===== config.mk =====
export PLATFORM = sky130hd
export DESIGN_NAME = circular_deque
export DESIGN_NICKNAME = d
export VERILOG_FILES = /design/src/cdq_pkg.sv /design/src/cdq_ctrl.sv /design/src/cdq_datapath.sv /design/src/circular_deque.sv
export SDC_FILE = /design/constraint.sdc
export NUM_CORES = 1
export LEC_CHECK = 0
export BUFFER_PORTS_ARGS = -buffer_cell sky130_fd_sc_hd__buf_2
export CAP_MARGIN = 10
export CORE_ASPECT_RATIO = 1.75
export CORE_MARGIN = 8
export CORE_UTILIZATION = 63
export CTS_BUF_LIST = sky130_fd_sc_hd__clkbuf_8
export CTS_CLUSTER_SIZE = 24
export DETAILED_ROUTE_END_ITERATION = 10
export PLACE_DENSITY = 0.83
export SETUP_SLACK_MARGIN = 0.3
export SYNTH_ARGS = -nofsm -noshare
export SYNTH_HDL_FRONTEND = slang
export SYNTH_SLANG_ARGS = --single-unit

===== constraint.sdc =====
create_clock -name clk_i -period 10.9 [get_ports clk_i]
set_input_delay 1.09 -clock clk_i [delete_from_list [all_inputs] [get_ports clk_i]]
set_output_delay 1.09 -clock clk_i [all_outputs]
set_load 0.005 [all_outputs]

===== src/cdq_pkg.sv =====
package cdq_pkg;

  // default geometry of the store
  localparam int unsigned DepthDef     = 8;
  localparam int unsigned DataWidthDef = 32;

  // operation codes carried by a request
  typedef enum logic [2:0] {
    OP_PUSH_FRONT = 3'd0,
    OP_PUSH_REAR  = 3'd1,
    OP_POP_FRONT  = 3'd2,
    OP_POP_REAR   = 3'd3,
    OP_PEEK       = 3'd4
  } op_e;

  // result status codes
  typedef enum logic [1:0] {
    ST_DONE  = 2'd0,
    ST_FULL  = 2'd1,
    ST_EMPTY = 2'd2
  } status_e;

  // sequencer states
  typedef enum logic [1:0] {
    S_IDLE,
    S_EXEC,
    S_LOOK,
    S_CAP
  } ctrl_state_e;

  // commands from the controller to the datapath
  typedef struct packed {
    logic load;     // take the request into the datapath
    logic exec;     // run the operation, pointer update and slot access
    logic look;     // read the front and rear slots
    logic capture;  // move the result into the output register
  } cmd_t;

endpackage


===== src/cdq_ctrl.sv =====
module cdq_ctrl (
  input  logic          clk_i,
  input  logic          rst_ni,
  input  logic          in_valid_i,
  output logic          in_stall_o,
  output logic          out_valid_o,
  input  logic          out_stall_i,
  output cdq_pkg::cmd_t cmd_o
);
  import cdq_pkg::*;

  ctrl_state_e state_q, state_d;
  logic        out_valid_q, out_valid_d;

  always_ff @(posedge clk_i or negedge rst_ni) begin
    if (!rst_ni) begin
      state_q     <= S_IDLE;
      out_valid_q <= 1'b0;
    end else begin
      state_q     <= state_d;
      out_valid_q <= out_valid_d;
    end
  end

  always_comb begin
    state_d     = state_q;
    cmd_o       = '0;
    in_stall_o  = 1'b1;
    out_valid_d = out_valid_q && out_stall_i;
    case (state_q)
      S_IDLE: begin
        in_stall_o = 1'b0;
        if (in_valid_i) begin
          cmd_o.load = 1'b1;
          state_d    = S_EXEC;
        end
      end
      S_EXEC: begin
        cmd_o.exec = 1'b1;
        state_d    = S_LOOK;
      end
      S_LOOK: begin
        cmd_o.look = 1'b1;
        state_d    = S_CAP;
      end
      S_CAP: begin
        // wait for the output register to free up
        if (!out_valid_q || !out_stall_i) begin
          cmd_o.capture = 1'b1;
          out_valid_d   = 1'b1;
          state_d       = S_IDLE;
        end
      end
      default: begin
        state_d = S_IDLE;
      end
    endcase
  end

  assign out_valid_o = out_valid_q;

endmodule


===== src/cdq_datapath.sv =====
module cdq_datapath #(
  parameter int unsigned DEPTH      = cdq_pkg::DepthDef,
  parameter int unsigned DATA_WIDTH = cdq_pkg::DataWidthDef
) (
  input  logic                clk_i,
  input  logic                rst_ni,
  input  cdq_pkg::cmd_t       cmd_i,
  input  logic [2:0]          op_i,
  input  logic signed [31:0]  value_i,
  output logic [1:0]          status_o,
  output logic signed [31:0]  popped_value_o,
  output logic signed [31:0]  front_value_o,
  output logic signed [31:0]  rear_value_o,
  output logic                is_empty_o,
  output logic                is_full_o,
  output logic [3:0]          occupancy_o
);
  import cdq_pkg::*;

  localparam int unsigned IdxW = $clog2(DEPTH);
  localparam int unsigned CntW = $clog2(DEPTH + 1);
  localparam logic [IdxW-1:0] IdxLast = IdxW'(DEPTH - 1);
  localparam logic [CntW-1:0] CntFull = CntW'(DEPTH);

  function automatic logic [IdxW-1:0] idx_up(logic [IdxW-1:0] i);
    return (i == IdxLast) ? '0 : i + 1'b1;
  endfunction

  function automatic logic [IdxW-1:0] idx_down(logic [IdxW-1:0] i);
    return (i == '0) ? IdxLast : i - 1'b1;
  endfunction

  // sign-extend a stored word, keep the low 32 bits
  function automatic logic [31:0] word_out(logic [DATA_WIDTH-1:0] w);
    logic signed [63:0] e;
    e = 64'($signed(w));
    return e[31:0];
  endfunction

  logic [DATA_WIDTH-1:0] mem [DEPTH];

  logic [2:0]            op_q;
  logic signed [31:0]    value_q;
  logic [IdxW-1:0]       head_q, head_d;
  logic [IdxW-1:0]       tail_q, tail_d;
  logic [CntW-1:0]       count_q, count_d;
  status_e               status_q, status_d;
  logic                  pop_ok_q, pop_ok_d;
  logic [31:0]           popped_q;
  logic [DATA_WIDTH-1:0] rd_a_q, rd_b_q;

  logic                  we;
  logic [IdxW-1:0]       wa;
  logic [DATA_WIDTH-1:0] wd;
  logic                  re_a, re_b;
  logic [IdxW-1:0]       ra_a, ra_b;
  logic signed [63:0]    push_ext;
  logic                  is_push, is_pop, at_front, empty, full;

  // request registers
  always_ff @(posedge clk_i) begin
    if (cmd_i.load) begin
      op_q    <= op_i;
      value_q <= value_i;
    end
  end

  always_comb begin
    is_push  = 1'b0;
    is_pop   = 1'b0;
    at_front = 1'b0;
    case (op_q)
      OP_PUSH_FRONT: begin
        is_push  = 1'b1;
        at_front = 1'b1;
      end
      OP_PUSH_REAR: begin
        is_push = 1'b1;
      end
      OP_POP_FRONT: begin
        is_pop   = 1'b1;
        at_front = 1'b1;
      end
      OP_POP_REAR: begin
        is_pop = 1'b1;
      end
      default: begin
        // peek and unused codes leave the state alone
      end
    endcase
  end

  assign empty    = (count_q == '0);
  assign full     = (count_q == CntFull);
  assign push_ext = 64'(value_q);
  assign wd       = push_ext[DATA_WIDTH-1:0];

  always_comb begin
    head_d   = head_q;
    tail_d   = tail_q;
    count_d  = count_q;
    status_d = status_q;
    pop_ok_d = pop_ok_q;
    we       = 1'b0;
    wa       = '0;
    re_a     = 1'b0;
    re_b     = 1'b0;
    ra_a     = head_q;
    ra_b     = tail_q;
    if (cmd_i.exec) begin
      status_d = ST_DONE;
      pop_ok_d = 1'b0;
      if (is_push) begin
        if (full) begin
          status_d = ST_FULL;
        end else begin
          we      = 1'b1;
          count_d = count_q + 1'b1;
          if (empty) begin
            head_d = '0;
            tail_d = '0;
            wa     = '0;
          end else if (at_front) begin
            head_d = idx_down(head_q);
            wa     = idx_down(head_q);
          end else begin
            tail_d = idx_up(tail_q);
            wa     = idx_up(tail_q);
          end
        end
      end else if (is_pop) begin
        if (empty) begin
          status_d = ST_EMPTY;
        end else begin
          pop_ok_d = 1'b1;
          re_a     = 1'b1;
          ra_a     = at_front ? head_q : tail_q;
          count_d  = count_q - 1'b1;
          if (count_q == CntW'(1)) begin
            head_d = '0;
            tail_d = '0;
          end else if (at_front) begin
            head_d = idx_up(head_q);
          end else begin
            tail_d = idx_down(tail_q);
          end
        end
      end
    end
    if (cmd_i.look) begin
      re_a = 1'b1;
      re_b = 1'b1;
    end
  end

  always_ff @(posedge clk_i or negedge rst_ni) begin
    if (!rst_ni) begin
      head_q   <= '0;
      tail_q   <= '0;
      count_q  <= '0;
      pop_ok_q <= 1'b0;
    end else begin
      head_q   <= head_d;
      tail_q   <= tail_d;
      count_q  <= count_d;
      pop_ok_q <= pop_ok_d;
    end
  end

  always_ff @(posedge clk_i) begin
    status_q <= status_d;
  end

  // slot store, one write and two registered reads
  always_ff @(posedge clk_i) begin
    if (we) begin
      mem[wa] <= wd;
    end
    if (re_a) begin
      rd_a_q <= mem[ra_a];
    end
    if (re_b) begin
      rd_b_q <= mem[ra_b];
    end
  end

  // popped word is taken in the look step, the cycle after the exec read
  always_ff @(posedge clk_i) begin
    if (cmd_i.look) begin
      popped_q <= pop_ok_q ? word_out(rd_a_q) : '0;
    end
  end

  // result register
  always_ff @(posedge clk_i) begin
    if (cmd_i.capture) begin
      status_o       <= status_q;
      popped_value_o <= popped_q;
      front_value_o  <= empty ? '1 : word_out(rd_a_q);
      rear_value_o   <= empty ? '1 : word_out(rd_b_q);
      is_empty_o     <= empty;
      is_full_o      <= full;
      occupancy_o    <= 4'(count_q);
    end
  end

endmodule


===== src/circular_deque.sv =====
// double-ended queue of DEPTH signed words held in a circular slot store.
// each request carries an op (push front, push rear, pop front, pop rear,
// peek; unused codes act as a peek) and a 32-bit value, and gives exactly one
// result: status, popped word, front and rear words after the op (-1 when
// empty), empty and full flags and the word count (low 4 bits). a push onto a
// full deque or a pop from an empty one is refused and changes nothing.
// a request steps through the accepting state, a state for the pointer update
// and slot access, one for the front and rear slot reads and one to load the
// output register. a new request is taken only once the last one's result is
// loaded. the slot store's registered read ports give the reads their own steps.
// the load waits while the output register still holds an unread result. the
// next request is accepted while a result still waits in the output register.
// slots need no clearing after reset, an empty deque never shows them.
module circular_deque #(
  parameter int unsigned DEPTH      = cdq_pkg::DepthDef,
  parameter int unsigned DATA_WIDTH = cdq_pkg::DataWidthDef
) (
  input  logic               clk_i,
  input  logic               rst_ni,
  // request channel
  input  logic               in_valid_i,
  output logic               in_stall_o,
  input  logic [2:0]         op_i,
  input  logic signed [31:0] value_i,
  // result channel
  output logic               out_valid_o,
  input  logic               out_stall_i,
  output logic [1:0]         status_o,
  output logic signed [31:0] popped_value_o,
  output logic signed [31:0] front_value_o,
  output logic signed [31:0] rear_value_o,
  output logic               is_empty_o,
  output logic               is_full_o,
  output logic [3:0]         occupancy_o
);
  import cdq_pkg::*;

  // sequencer commands into the datapath
  cmd_t cmd;

  // controller: request handshake, step sequence, output register valid
  cdq_ctrl u_ctrl (
    .clk_i       (clk_i),
    .rst_ni      (rst_ni),
    .in_valid_i  (in_valid_i),
    .in_stall_o  (in_stall_o),
    .out_valid_o (out_valid_o),
    .out_stall_i (out_stall_i),
    .cmd_o       (cmd)
  );

  // datapath: pointers, count, slot store and the result register
  cdq_datapath #(
    .DEPTH      (DEPTH),
    .DATA_WIDTH (DATA_WIDTH)
  ) u_datapath (
    .clk_i          (clk_i),
    .rst_ni         (rst_ni),
    .cmd_i          (cmd),
    .op_i           (op_i),
    .value_i        (value_i),
    .status_o       (status_o),
    .popped_value_o (popped_value_o),
    .front_value_o  (front_value_o),
    .rear_value_o   (rear_value_o),
    .is_empty_o     (is_empty_o),
    .is_full_o      (is_full_o),
    .occupancy_o    (occupancy_o)
  );

endmodule


# After elaboration in Yosys (flattened, before gate mapping)

Memory sizes are Yosys's and may differ from the RTL's. A register that Yosys moved wholly into a read port is not among the register bits.
Cells that the tools add are included.

Register bits after elaboration: 187
Bits in writable memories: 256
Bits of input ports: 39
Output and inout port bits: 106
Word-level logic and storage cells: 123
Memories: 1

$add $sub $neg: 6
Eq/ne operators: 17
Muxes and demuxes: 64
Reduce and logical (&&, ||, !) cells: 18

Memories:

| memory         | depth | width | read ports | clocked after memory_dff | wr ports | line               | RTL |
|---|---|---|---|---|---|---|---|
| u_datapath.mem | 8     | 32    | 2          | 2                        | 1        | cdq_datapath.sv:40 | `logic [DATA_WIDTH-1:0] mem [DEPTH];` |

Operators by type and width:

| operator                                                              | number |
|---|---|
| 3-bit 2-to-1 mux                                                      | 30 |
| 1-bit 2-to-1 mux                                                      | 24 |
| 4-bit 2-to-1 mux                                                      | 4 |
| 6-bit AND reduction                                                   | 2 |
| 2-bit 2-to-1 mux                                                      | 5 |
| 3-bit zero test                                                       | 3 |
| 2-bit one-hot mux with 4 select lines                                 | 1 |
| 3-bit by 1-bit adder with 3-bit output, second input constant         | 2 |
| 3-bit by 2-bit equality test with 1-bit output, second input constant | 2 |
| 3-bit equality test, second input constant                            | 2 |
| 3-bit != test, second input constant                                  | 2 |
| 2-bit OR reduction                                                    | 3 |
| 3-bit by 1-bit subtractor with 3-bit output, second input constant    | 2 |
| 4-bit by 1-bit adder with 4-bit output, second input constant         | 1 |
| 2-bit equality test, second input constant                            | 2 |
| 4-bit by 1-bit equality test with 1-bit output, second input constant | 1 |
| 4-bit equality test, second input constant                            | 1 |
| 4-bit zero test                                                       | 1 |
| 2-bit by 1-bit != test with 1-bit output, second input constant       | 2 |
| 2-bit != test, second input constant                                  | 2 |
| 4-bit AND reduction                                                   | 1 |
| 4-bit by 1-bit subtractor with 4-bit output, second input constant    | 1 |
| 3-bit by 1-bit equality test with 1-bit output, second input constant | 1 |
| 3-bit by 2-bit != test with 1-bit output, second input constant       | 1 |
| other kinds (8)                                                       | 9 |

# Logic depth before layout (Yosys ltp)

Depth after elaboration: 8
Mapped depth: 9

# By module

A second synthesis with hierarchy kept.

Cell total of the unflattened synthesis: 1082
Area, all modules: 20846.2 µm²

By module, submodules not included:

| module       | times used | cells each | area an instance (µm²) | sequential area each (µm²) |
|---|---|---|---|---|
| cdq_datapath | 1          | 1063       | 20627.3                | 15079.5 |
| cdq_ctrl     | 1          | 19         | 219.0                  | 75.1 |

# Worst setup path after synthesis

No wires, ideal clock.

Path type: input to register
Start: in out_stall_i
End: reg u_datapath.front_value_o[0] (enable)
Library setup time: 726 ps
Arrival: 8589 ps
Slack: 1585 ps
Stages: 1
Cells stage by stage: a21boi_0

Longest elaborated chain between the ends: 4

RTL lines:

| item                 | line                 | RTL |
|---|---|---|
| from (decl)          | circular_deque.sv:27 | `input logic out_stall_i,` |
| 1-bit zero test      | cdq_ctrl.sv:48       | `if (!out_valid_q \|\| !out_stall_i) begin` |
| 1-bit logical OR     | cdq_ctrl.sv:48       |  |
| 1-bit 2-to-1 mux     | cdq_ctrl.sv:48       |  |
| 1-bit 2-to-1 mux     | cdq_ctrl.sv:30       | `case (state_q)` |
| to (signal assigned) | cdq_datapath.sv:199  | `front_value_o <= empty ? '1 : word_out(rd_a_q);` |
| to (decl)            | cdq_datapath.sv:12   | `output logic signed [31:0] front_value_o,` |

Every way passes these cells.
A chain may end at the register's enable or synchronous reset.

# Final worst setup path

Start: reg u_datapath.tail_q[0] (netlist: u_datapath.ra_b[0])
End: mem u_datapath.mem[7][1] (netlist name) (enable)

Longest elaborated chain between the ends: 7
Elaborated cells between the ends (all ways): 8
Classes of those cells: 1 x add/sub; 1 x eq/ne; 6 x mux

RTL lines:

| item                                                                          | line                | RTL |
|---|---|---|
| from (decl)                                                                   | cdq_datapath.sv:45  | `logic [IdxW-1:0] tail_q, tail_d;` |
| from (signal assigned)                                                        | cdq_datapath.sv:164 | `tail_q <= tail_d;` |
| 3-bit by 1-bit adder with 3-bit output or 3-bit equality test (tied branches) | cdq_datapath.sv:26  | `return (i == IdxLast) ? '0 : i + 1'b1;` |
| 3-bit 2-to-1 mux *                                                            | cdq_datapath.sv:26  |  |
| 3-bit 2-to-1 mux *                                                            | cdq_datapath.sv:123 | `end else if (at_front) begin` |
| 3-bit 2-to-1 mux *                                                            | cdq_datapath.sv:119 | `if (empty) begin` |
| 3-bit 2-to-1 mux *                                                            | cdq_datapath.sv:114 | `if (full) begin` |
| 3-bit 2-to-1 mux *                                                            | cdq_datapath.sv:113 | `if (is_push) begin` |
| 3-bit 2-to-1 mux *                                                            | cdq_datapath.sv:110 | `if (cmd_i.exec) begin` |
| to (decl)                                                                     | cdq_datapath.sv:40  |  |

Every way passes the cells marked *; elsewhere a longest branch is shown, timed or not.

==> run_results.csv <==
group,metric,value,unit
status,outcome,"complete, no violations",
layout,area_growth,10.6,%
routing,ant_nets,0,
setup_path,arrival,3880,ps
routing,firstDrtPassIters,5,
synthesis,yosysSeqAreaShare,72.5,%
routing,drc,0,
cts,cts_max_path_buffers,3,
timing,slew_headroom,20.1,%
floorplan,core_area,32800,um2
cts,cts_sinks,507,
cts,htree_levels,3,
grt,grt.total_usage,20.3,%
power_and_ir_drop,p_leak,0.00795,uW
layout,nFillCells,1992,
grt,grt_start_max_net_pins,75,
setup_path,cp_max_fo,69,
cts,cts_resized,0,
layout,multi_input_area,5370,um2
setup_path,critPathRequiredTime,11120,ps
synthesis,ys_ff_latch,507,
cts,holdBufCountCts,0,
layout,layout-drive-gt1-share,33.3,%
timing,worstMarginPinSlew,1200,ps
setup_path,crit_path_cell_trace,"buf_4, inv_1, ha_1, nand2b_1, mux2_2, nor2_1, and4_2",
timing,whs,377,ps
synthesis,post-synth-top-count-cell,"edfxtp_1",
cts,cts_buffers,69,
routing,vias,10400,
run,cap_viol_max_count,0,
floorplan,initial_core_util,63.7,%
synthesis,synth-edff-count,493,
hold_path,worstHoldPathType,"primary input to async pin",
setup_path,crit_type,"flip-flop to flip-flop",
power_and_ir_drop,power_frac_comb,28.3,%
cts,post-cts-setup-buffers,0,
grt,grt_antenna_before_repair,0,
cts,cts_root_buf,"clkbuf_8",
layout,layout.nets,1268,
layout,seq_area,15200,um2
floorplan,pin_count,145,
synthesis,synth_top_cell_by_area,"edfxtp_1",
placement,gp_congestion,0.853,
cts,worst_skew_pair.late_latency,610,ps
floorplan,num_rows,88,
power_and_ir_drop,p_sw_share,30.0,%
timing,min_period,3660,ps
setup_path,cpPeakStageDelay,970,ps
grt,grt_pass1_wl,60900,um
routing,vias_per_cell,6.25,
placement,dp_hpwl,23200,um
cts,cts.clk_slew.worst_paths,70,ps
floorplan,dieArea,39500,um2
synthesis,synth_top_area_share,70.9,%
synthesis,syn-num-nets,1100,
floorplan,chipWidth,154,um
floorplan,die_y,257,um
setup_path,startpoint_type,"flip-flop",
synthesis,yosysUniqueCellTypes,60,
timing,worst_clock_skew,24.0,ps
placement,io_buffers,144,
power_and_ir_drop,powerDensity,264,nW/um2
power_and_ir_drop,clockPowerShare,21.0,%
routing,route.final.wire_length,39400,um
layout,antenna_cells,0,
synthesis,ys_async_sr_fraction,2.76,%
power_and_ir_drop,p_int,4270,uW
timing,period_share,33.6,%
power_and_ir_drop,peakVddDrop,0.142,mV
grt,grt_overflow,0,
placement,placed_cells,1547,
timing,rsz0062_at_grt,"false",
synthesis,synthCells,1045,
routing,wire_per_inst,23.6,um
synthesis,synthesis.area,20900,um2
timing,drv_slew,0,
synthesis,synthTopCellsByArea,"edfxtp_1, mux4_2, nand2b_1",
setup_path,rrSetupSlack,7240,ps
layout,utilization,70.4,%
timing,finalHoldViolations,0,
power_and_ir_drop,p_seq_share,50.7,%
synthesis,ys.flop_type,"edfxtp_1",
power_and_ir_drop,switching_power,1830,uW
cts,tritoncts,"done",
synthesis,synth_common_cells,"edfxtp_1, mux4_2, nand2b_1",
timing,setup_tns,0,ps
routing,drt_iter0_markers,944,
timing,finalSetupViolations,0,
synthesis,synth.avg_cell_area,20.0,um2
synthesis,yosys_warnings,0,
timing,fmax,273,MHz
grt,grt_pass1_vias,10900,
setup_path,cp_slowest_cell,"and4_2",
layout,final_cells,1666,
setup_path,end_kind,"flip-flop",
registers in the layout (all words and copies together), names as in the netlist:
signal                     count
u_datapath.front_value_o      32
u_datapath.count_q             4
u_datapath.rear_value_o       32
u_datapath.is_full_o           1
u_datapath.rd_b_q             32
u_datapath.op_q                3
u_datapath.status_q            2
u_datapath.rd_a_q             32
u_datapath.ra_b                3
u_datapath.popped_q           32
u_datapath.is_empty_o          1
u_datapath.value_q            32
u_datapath.status_o            2
u_datapath.mem               256
u_datapath.occupancy_o         4
u_ctrl.out_valid_o             1
u_datapath.head_q              3
u_datapath.popped_value_o     32
u_ctrl.state_q                 2
u_datapath.pop_ok_q            1
through the flow:
step	power [uW]	setup slack (ps)	cell area, um2
3_3_place_gp	4810	7270	21900
6_report	6100	7240	23100
4_1_cts	6160	7210	23100
3_5_place_dp	4870	7240	21900
5_1_grt	6410	7000	23100
2_1_floorplan	4390	1590	20900
worst max-delay path, delay by kind of cell, from the launching register on:
kind	cells	cell delay (ps)
buffers and inverters	2	880
flip-flops	1	340
multiplexers	1	290
adder cells (fa/ha/maj)	1	350
AND/OR/NAND/NOR	3	1360
power by group through the flow:
stage	Sequential (uW)	Clock, uW	Combinational [uW]
3_5_place_dp	3130	0	1740
4_1_cts	3100	1310	1750
5_1_grt	3140	1390	1880
2_1_floorplan	3020	0	1380
3_3_place_gp	3110	0	1690
6_report	3090	1280	1730
final cells by class:
cell class | instances | area share (%)
Inverter | 12 | 0.200
Tap cell | 405 | 2.19
Multi-Input combinational cell | 467 | 23.3
Timing Repair Buffer | 156 | 3.51
Clock inverter | 48 | 0.964
Clock buffer | 71 | 4.23
Sequential cell | 507 | 65.7
layer usage:
metal / part of all wire [%] / GRT usage (%) / vias to the layer above
met5: 0 / 0 / -
met4: 3.0 / 9.68 / 0
met3: 7.6 / 4.10 / 97
met2: 53 / 35.9 / 519
met1: 36 / 23.5 / 5243
li1: - / - / 4551
final timing paths:
kind,startpoint,endpoint,depth (start not counted)
worst max-delay path,u_datapath.ra_b[0],u_datapath.mem[7][1],7
worst min-delay path,rst_ni,u_datapath.head_q[1],1
worst max register to register,u_datapath.ra_b[0],u_datapath.mem[7][1],7
worst min register to register,u_datapath.popped_q[22],u_datapath.popped_value_o[22],0
max in group asynchronous,rst_ni,u_datapath.head_q[2],1
min in group clk_i,u_datapath.popped_q[22],u_datapath.popped_value_o[22],0
placed cells by master, fill, tap and decap left out, drive strengths merged, types with 3 or more instances in the layout:
master	synthesis	final
a21oi	7	7
a22oi	3	3
a31oi	3	3
and2	34	34
and3	3	3
buf	38	156
clkbuf	21	71
clkinv	1	26
dfrtp	14	14
edfxtp	493	493
ha	16	16
inv	11	32
mux2	34	34
mux2i	34	34
mux4	128	128
nand2	39	39
nand2b	70	70
nand3	5	5
nor2	8	8
nor3	11	11
nor3b	3	3
o21ai	38	38
xnor2	3	3
cells by family (layout without fill, tap and decap cells):
kind of cell	after synthesis	count (layout)	share of synthesized area, %
AND/OR/NAND/NOR	186	186	5.04
XOR/XNOR	5	5	0.210
multiplexers	196	196	17.4
buffers and inverters	71	287	2.03
adder cells (fa/ha/maj)	16	16	0.958
AO/OA/AOI/OAI	64	64	1.87
flip-flops	507	507	72.5
Note: power is estimated with default switching activity, not from simulation.
